===== config.mk =====
export PLATFORM = sky130hd
export DESIGN_NAME = ptwfe_ctrl
export DESIGN_NICKNAME = d
export VERILOG_FILES = /design/src/sv/ptwfe_pkg.sv /design/src/sv/ptwfe_ctrl.sv
export SDC_FILE = /design/constraint.sdc
export NUM_CORES = 1
export LEC_CHECK = 0
export ABC_AREA = 1
export BUFFER_PORTS_ARGS = -buffer_cell sky130_fd_sc_hd__clkbuf_2
export CORE_UTILIZATION = 40
export DETAILED_ROUTE_END_ITERATION = 6
export PLACE_DENSITY = 0.73
export SYNTH_ARGS = -nofsm -noshare
export SYNTH_HDL_FRONTEND = slang
export SYNTH_SLANG_ARGS = --single-unit

===== constraint.sdc =====
create_clock -name clk -period 2.6 [get_ports clk]
set_input_delay 0.26 -clock clk [delete_from_list [all_inputs] [get_ports clk]]
set_output_delay 0.26 -clock clk [all_outputs]
set_load 0.01 [all_outputs]

===== src/sv/ptwfe_pkg.sv =====
// shared types, defaults and command/status bundles for the page table walker
package ptwfe_pkg;

  localparam int OFFSET_BITS        = 4;
  localparam int TABLE_LEVELS       = 4;
  localparam int FRAME_ADDRESS_BITS = 10;
  localparam int DATA_BITS          = 32;

  localparam int VA_BITS   = 32;
  localparam int WORD_BITS = 32;
  localparam int PA_BITS   = 10;

  typedef struct packed {
    logic                        kind;
    logic [VA_BITS-1:0]          vaddr;
    logic signed [WORD_BITS-1:0] write_data;
  } req_t;

  typedef struct packed {
    logic                        status;
    logic signed [WORD_BITS-1:0] read_data;
    logic [PA_BITS-1:0]          physical_address;
  } rsp_t;

  typedef enum logic [2:0] {
    FA_WALK, FA_DFS, FA_NF, FA_CUR, FA_PA, FA_CLR
  } fm_addr_t;

  typedef enum logic [1:0] {
    FW_ZERO, FW_NF, FW_SWAP, FW_DATA
  } fm_wsel_t;

  typedef enum logic [1:0] {
    SA_CLR, SA_OUT, SA_IN
  } sw_addr_t;

  typedef enum logic [1:0] {
    NF_EMPTY, NF_HIGH, NF_BEST
  } nf_src_t;

  typedef struct packed {
    logic     take_in;
    logic     fm_re;
    logic     fm_we;
    fm_addr_t fm_addr;
    fm_wsel_t fm_wsel;
    logic     sw_re;
    logic     sw_we;
    sw_addr_t sw_addr;
    logic     clr_step;
    logic     cnt_clr;
    logic     cnt_inc;
    logic     walk_start;
    logic     walk_adv;
    logic     link;
    logic     search_init;
    logic     dfs_init;
    logic     dfs_mark;
    logic     dfs_push;
    logic     dfs_next;
    logic     dfs_pop;
    logic     empty_upd;
    logic     leaf_take;
    logic     leaf_d;
    logic     leaf_dist;
    logic     leaf_cmp;
    logic     nf_load;
    nf_src_t  nf_src;
    logic     out_load;
  } cmd_t;

  typedef struct packed {
    logic illegal;
    logic is_write;
    logic entry_zero;
    logic last_level;
    logic idx_done;
    logic leaf_parent;
    logic root;
    logic child_hit;
    logic empty_cand;
    logic have_empty;
    logic have_room;
    logic cnt_done;
    logic clr_done;
    logic out_busy;
  } sts_t;

endpackage


===== src/sv/ptwfe_ctrl.sv =====
// controller: walk, tree search, unlink, swap and fill sequencing
module ptwfe_ctrl (
  input  logic            clk,
  input  logic            rst,
  input  logic            req_valid,
  output logic            req_ready,
  input  ptwfe_pkg::sts_t sts,
  output ptwfe_pkg::cmd_t cmd
);

  typedef enum logic [4:0] {
    S_CLR, S_IDLE, S_CHK, S_WRD, S_WEVAL, S_TFI, S_DRD, S_DEVAL, S_DEND,
    S_LF1, S_LF2, S_LF3, S_DEC, S_SORD, S_SOWR, S_TFL, S_ZERO, S_LINK,
    S_RSRD, S_RSWR, S_ACC, S_OUT
  } state_t;

  state_t state;
  state_t state_next;
  logic   unl;
  logic   unl_next;

  assign req_ready = (state == S_IDLE);

  always_comb begin
    cmd        = '0;
    state_next = state;
    unl_next   = unl;
    unique case (state)
      S_CLR: begin
        if (sts.clr_done) begin
          state_next = S_IDLE;
        end else begin
          cmd.sw_we    = 1'b1;
          cmd.sw_addr  = ptwfe_pkg::SA_CLR;
          cmd.fm_we    = 1'b1;
          cmd.fm_addr  = ptwfe_pkg::FA_CLR;
          cmd.fm_wsel  = ptwfe_pkg::FW_ZERO;
          cmd.clr_step = 1'b1;
        end
      end
      S_IDLE: begin
        if (req_valid) begin
          cmd.take_in = 1'b1;
          state_next  = S_CHK;
        end
      end
      S_CHK: begin
        if (sts.illegal) begin
          state_next = S_OUT;
        end else begin
          cmd.walk_start = 1'b1;
          state_next     = S_WRD;
        end
      end
      S_WRD: begin
        cmd.fm_re   = 1'b1;
        cmd.fm_addr = ptwfe_pkg::FA_WALK;
        state_next  = S_WEVAL;
      end
      S_WEVAL: begin
        if (sts.entry_zero) begin
          state_next = S_TFI;
        end else begin
          cmd.walk_adv = 1'b1;
          state_next   = sts.last_level ? S_ACC : S_WRD;
        end
      end
      S_TFI: begin
        cmd.search_init = 1'b1;
        cmd.dfs_init    = 1'b1;
        unl_next        = 1'b0;
        state_next      = S_DRD;
      end
      S_DRD: begin
        if (sts.idx_done) begin
          state_next = S_DEND;
        end else begin
          cmd.fm_re   = 1'b1;
          cmd.fm_addr = ptwfe_pkg::FA_DFS;
          state_next  = S_DEVAL;
        end
      end
      S_DEVAL: begin
        priority if (sts.entry_zero) begin
          cmd.dfs_next = 1'b1;
          state_next   = S_DRD;
        end else if (!unl) begin
          cmd.dfs_mark = 1'b1;
          if (sts.leaf_parent) begin
            cmd.leaf_take = 1'b1;
            state_next    = S_LF1;
          end else begin
            cmd.dfs_push = 1'b1;
            state_next   = S_DRD;
          end
        end else if (sts.child_hit) begin
          // clear the link and leave this table
          cmd.fm_we   = 1'b1;
          cmd.fm_addr = ptwfe_pkg::FA_DFS;
          cmd.fm_wsel = ptwfe_pkg::FW_ZERO;
          if (sts.root) begin
            state_next = S_TFL;
          end else begin
            cmd.dfs_pop = 1'b1;
            state_next  = S_DRD;
          end
        end else if (sts.leaf_parent) begin
          cmd.dfs_next = 1'b1;
          state_next   = S_DRD;
        end else begin
          cmd.dfs_push = 1'b1;
          state_next   = S_DRD;
        end
      end
      S_DEND: begin
        cmd.empty_upd = !unl;
        if (sts.root) begin
          state_next = unl ? S_TFL : S_DEC;
        end else begin
          cmd.dfs_pop = 1'b1;
          state_next  = S_DRD;
        end
      end
      S_LF1: begin
        cmd.leaf_d = 1'b1;
        state_next = S_LF2;
      end
      S_LF2: begin
        cmd.leaf_dist = 1'b1;
        state_next    = S_LF3;
      end
      S_LF3: begin
        cmd.leaf_cmp = 1'b1;
        cmd.dfs_next = 1'b1;
        state_next   = S_DRD;
      end
      S_DEC: begin
        cmd.nf_load = 1'b1;
        priority if (sts.have_empty) begin
          cmd.nf_src   = ptwfe_pkg::NF_EMPTY;
          cmd.dfs_init = 1'b1;
          unl_next     = 1'b1;
          state_next   = S_DRD;
        end else if (sts.have_room) begin
          cmd.nf_src = ptwfe_pkg::NF_HIGH;
          state_next = S_TFL;
        end else begin
          cmd.nf_src  = ptwfe_pkg::NF_BEST;
          cmd.cnt_clr = 1'b1;
          state_next  = S_SORD;
        end
      end
      S_SORD: begin
        if (sts.cnt_done) begin
          cmd.dfs_init = 1'b1;
          unl_next     = 1'b1;
          state_next   = S_DRD;
        end else begin
          cmd.fm_re   = 1'b1;
          cmd.fm_addr = ptwfe_pkg::FA_NF;
          state_next  = S_SOWR;
        end
      end
      S_SOWR: begin
        cmd.sw_we   = 1'b1;
        cmd.sw_addr = ptwfe_pkg::SA_OUT;
        cmd.cnt_inc = 1'b1;
        state_next  = S_SORD;
      end
      S_TFL: begin
        if (sts.last_level) begin
          state_next = S_LINK;
        end else begin
          cmd.cnt_clr = 1'b1;
          state_next  = S_ZERO;
        end
      end
      S_ZERO: begin
        if (sts.cnt_done) begin
          state_next = S_LINK;
        end else begin
          cmd.fm_we   = 1'b1;
          cmd.fm_addr = ptwfe_pkg::FA_NF;
          cmd.fm_wsel = ptwfe_pkg::FW_ZERO;
          cmd.cnt_inc = 1'b1;
        end
      end
      S_LINK: begin
        cmd.fm_we   = 1'b1;
        cmd.fm_addr = ptwfe_pkg::FA_WALK;
        cmd.fm_wsel = ptwfe_pkg::FW_NF;
        cmd.link    = 1'b1;
        if (sts.last_level) begin
          cmd.cnt_clr = 1'b1;
          state_next  = S_RSRD;
        end else begin
          state_next = S_WRD;
        end
      end
      S_RSRD: begin
        if (sts.cnt_done) begin
          state_next = S_ACC;
        end else begin
          cmd.sw_re   = 1'b1;
          cmd.sw_addr = ptwfe_pkg::SA_IN;
          state_next  = S_RSWR;
        end
      end
      S_RSWR: begin
        cmd.fm_we   = 1'b1;
        cmd.fm_addr = ptwfe_pkg::FA_CUR;
        cmd.fm_wsel = ptwfe_pkg::FW_SWAP;
        cmd.cnt_inc = 1'b1;
        state_next  = S_RSRD;
      end
      S_ACC: begin
        cmd.fm_addr = ptwfe_pkg::FA_PA;
        cmd.fm_wsel = ptwfe_pkg::FW_DATA;
        cmd.fm_we   = sts.is_write;
        cmd.fm_re   = !sts.is_write;
        state_next  = S_OUT;
      end
      S_OUT: begin
        if (!sts.out_busy) begin
          cmd.out_load = 1'b1;
          state_next   = S_IDLE;
        end
      end
      default: state_next = S_IDLE;
    endcase
  end

  always_ff @(posedge clk) begin
    if (rst) begin
      state <= S_CLR;
      unl   <= 1'b0;
    end else begin
      state <= state_next;
      unl   <= unl_next;
    end
  end

  a_push_depth: assert property (@(posedge clk) disable iff (rst)
    cmd.dfs_push |-> !sts.leaf_parent)
    else $error("table stack pushed past the last table level");

  a_pop_root: assert property (@(posedge clk) disable iff (rst)
    cmd.dfs_pop |-> !sts.root)
    else $error("table stack popped at the root");

  a_out_free: assert property (@(posedge clk) disable iff (rst)
    cmd.out_load |-> !sts.out_busy)
    else $error("result register overwritten while held");

  a_take_chk: assert property (@(posedge clk) disable iff (rst)
    cmd.take_in |=> (state == S_CHK) && !req_ready)
    else $error("accepted beat not followed by the address check");

endmodule


# Word-level counts from Yosys, hierarchy flattened
# Cells that the tools add are included.
[classes]
n_eq_ne = 27
mux = 87
reduce_logical = 9
[op_table]
columns = ["cell", "n"]
rows = [
  ["5-bit case mux with 21 select lines", 1],
  ["5-bit two-way mux", 12],
  ["5-bit by 4-bit equality test with 1-bit output (second input constant)", 8],
  ["1-bit two-way mux", 39],
  ["5-bit equality test (second input constant)", 6],
  ["6-bit two-way mux", 5],
  ["4-bit two-way mux", 6],
  ["3-bit case mux with 7 select lines", 1],
  ["5-bit by 3-bit equality test with 1-bit output (second input constant)", 4],
  ["2-bit two-way mux", 10],
  ["2-bit != test (second input constant)", 6],
  ["2-bit case mux with 6 select lines", 1],
  ["5-bit by 2-bit equality test with 1-bit output (second input constant)", 2],
  ["1-bit case mux with 3 select lines", 3],
  ["1-bit case mux with 2 select lines", 4],
  ["3-bit two-way mux", 2],
  ["2-bit case mux with 3 select lines", 1],
  ["2-bit OR reduction", 3],
  ["5-bit by 1-bit equality test with 1-bit output (second input constant)", 1],
  ["5-bit logical NOT", 1],
  ["1-bit case mux with 5 select lines", 1],
  ["1-bit case mux with 4 select lines", 1],
  ["4-bit AND reduction", 1],
  ["3-bit AND reduction", 1],
  ["2 further kinds", 3],
]
[word_totals]
ff_bits = 6
input_bits = 17
out_inout_bits = 34

# Depth between registers and ports, before layout
[depth]
ltp_word = 5
depth_mapped = 12
depth_no_buf = 11

# Worst setup path before layout
# Ideal clock, no wire load.
[synth_timing]
path_type = "register to output"
startpoint = "register state[3]"
endpoint = "output cmd[11] in the netlist's numbering"
arrival_time_ps = 1228
required_time_ps = 2340
slack_ps = 1112
stages_incl_launch_ff = 7
n_path_buf = 1
cell_sequence = "dfxtp_1 > buf_2 > inv_1 > nand3_2 > nor2_2 > inv_2 > nor4_1"
[synth_rtl]
columns = ["element", "line", "text"]
rows = [
  ["start: declaration", "ptwfe_ctrl.sv:17", "state_t state;"],
  ["start signal: assignment", "ptwfe_ctrl.sv:238", "state <= state_next;"],
  ["end: declaration", "ptwfe_ctrl.sv:8", "output ptwfe_pkg::cmd_t cmd"],
]

==> key figures <==
Run status
  – Outcome: finished clean

Synth
  – Synth top area share: 15.3%
  – Post-Syn Nets: 220
  – Unique cell type count in the Yosys netlist: 24
  – Ys Warns: 0
  – Netlist Area Pre-Place: 0.00103 mm2
  – Yosys top cell by area: nor2_1
  – Post-synthesis area per instance: 5.07 um2
  – Seq/Total Area, Yosys: 11.7%
  – Synth Register Bits: 6
  – Synth area leaders: nor2_1, nand2_1, nand3_1, inv_1, dfxtp_1
  – Post-Syn Instances: 203

Power
  – Pwr Total: 0.804 mW
  – Pleak: 0.865 nW
  – Max VDD drop: 549 uV
  – PwrDens: 609 mW/mm2

Final layout
  – Fraction of final layout cells sized beyond drive strength 1: 27.0%
  – Synth-to-layout area growth: 28.2%
  – Fin nets: 271
  – Non-Filler Instances: 282
  – Filler cell count: 303
  – Leading cell type in the layout, fill and taps excluded: clkbuf_2
  – Commonest non-fill, non-tap cells in the layout: clkbuf_2, nor2_1, nand2_1
  – Total inserted antenna cells: 0

STA
  – Setup TNS after final layout: 0 ns
  – Layout Skew: 0.000862 ns
  – Min Tclk post-route: 2.10 ns
  – Final Worst Setup Slack: 0.500 ns
  – Slew headroom: 72.7%
  – Fin. max-slew vios: 0
  – Worst hold margin: 0.257 ns
  – Final Cycle Share: 80.8%
  – # setup viols final: 0
  – RSZ-0062 raised after global routing: false
  – Maximum clock rate: 476 MHz
  – Final Hold Viols: 0
  – Worst Tran Pin Value: 0.408 ns

Setup path
  – CP Max Fanout: 14
  – CP endpoint kind: output port
  – Critical path's slowest cell: dfxtp_1
  – WP data arrival: 1.84 ns
  – Worst Path Required: 2.34 ns
  – Largest stage delay on the critical path: 0.29 ns
  – Crit path kind: register to output port
  – Crit start category: register
  – Critical Path, Cell by Cell: buf_4 > inv_2 > nand3_2 > nor2_2 > nand3_1 > nand2_1 > inv_1 > o2111ai_1 > clkbuf_2

Route
  – Vias/cell: 5.12
  – Routed WL per cell: 12.7 um
  – Initial DRC count: 65
  – Total number of vias: 1,445
  – DRC: 0
  – 1st-pass router iterations: 4
  – Final ANT Viol Nets: 0
  – WL final: 3570 um

Clocking
  – Resized cells post-CTS: 0
  – Clock tree sinks: 6
  – H-tree depth: 1
  – Clock Latency Late Sink: 0.24 ns
  – CTS buffer count: 3
  – TritonCTS clock tree: built
  – Clock-pin slew on the worst setup and hold paths: 0.04 ns
  – Post-CTS setup buffer count: 0
  – Hold buffer count at cts: 0
  – Cell chosen for the clock root: clkbuf_4
  – Clock buffer depth: 2

Global routing
  – Gr usage total: 27.7%
  – Global-route wire length before repair: 5460 um
  – Number of global-route vias before repair: 1,178
  – Initial antenna violation count: 0
  – Total congestion overflow: 0
  – Largest net degree at the start of global routing: 15

Floorplanning
  – Die width: 52.7 um
  – Row count: 18
  – IO Pins: 51
  – Core box area: 0.00245 mm2
  – Die ar.: 0.00278 mm2
  – Starting Density: 41.9%
  – Die height: 52.7 um

Place
  – Count of input and output buffers: 49
  – HPWL after detailed placement: 2940 um
  – Gpl congestion: 0.963
  – Post-placement cell count: 279
  – Pre-CTS WS: 0.796 ns

Min path
  – Hold crit path type: input pin to register

Flow run
  – MaxCap Viol Count: 0
-- Yosys cell counts, drive strengths merged --
master and count:
a211oi 1, a21oi 7, buf 5, dfxtp 6
inv 37, nand2 40, nand3 28, nand4 8
nor2 48, nor3 7, nor3b 1, nor4 1
o2111ai 2, o21ai 10, o22ai 1, or3 1
-- state kept, by name, indices dropped and copies added, names as in the netlist --
signal  cells
unl         1
state       5
-- kinds of logic after synthesis --
| kind of cell | count (synthesis) | synth area share (%) |
|---|---|---|
| buffers and inverters | 42 | 16.4 |
| and+or+nand+nor | 134 | 60.6 |
| DFF | 6 | 11.7 |
| AOI/OAI and AO/OA | 21 | 11.3 |
-- cell type report --
cell class	instances	area, um2	share of cell area, %
Inverter	37	139	10.5
Clock buffer	3	22.5	1.71
Sequential cell	6	120	9.11
Timing Repair Buffer	51	260	19.7
Multi-Input combinational cell	155	739	56.1
Tap cell	30	37.5	2.85
-- final timing paths --
check                 from  endpoint  slack, ns  depth (start not counted)
setup / recovery  state[4]   cmd[30]       0.50                          9
hold reg to reg        unl       unl       0.62                          2
hold / removal         rst  state[1]       0.26                          2
setup reg to reg  state[3]  state[0]       0.88                          8
-- power breakdown --
| group | total [mW] | internal, mW | switching, mW |
|---|---|---|---|
| combinational | 0.572 | 0.183 | 0.388 |
| sequential | 0.148 | 0.112 | 0.0351 |
| clock | 0.0844 | 0.0521 | 0.0323 |
| total | 0.804 | 0.348 | 0.456 |
-- per-stage QoR --
| step | utilization (%) | instance area, um2 |
|---|---|---|
| final | 53.7 | 1320 |
| after floorplan | - | 1030 |
| after CTS | 53.7 | 1320 |
| after detailed placement | 52.8 | 1300 |
| after global routing | 53.7 | 1320 |
| after global placement | 52.8 | 1300 |
-- per-layer routing --
layer  up-vias  part of all wire [%]  GRT usage [%]  wire, um
li1        761                     -              -         -
met1       632                    47           37.8      1690
met2        46                    47           43.9      1670
met3         6                   4.4           1.74       156
met4         0                   1.6           12.7        56
met5         -                     0              0         0
-- critical path, delay by kind of cell, from the launching register on --
family	cells	cell delay, ns
buf+inv	4	0.59
simple gates	4	0.64
flops	1	0.29
compound gates	1	0.07
(Power assumes the default switching activity.)
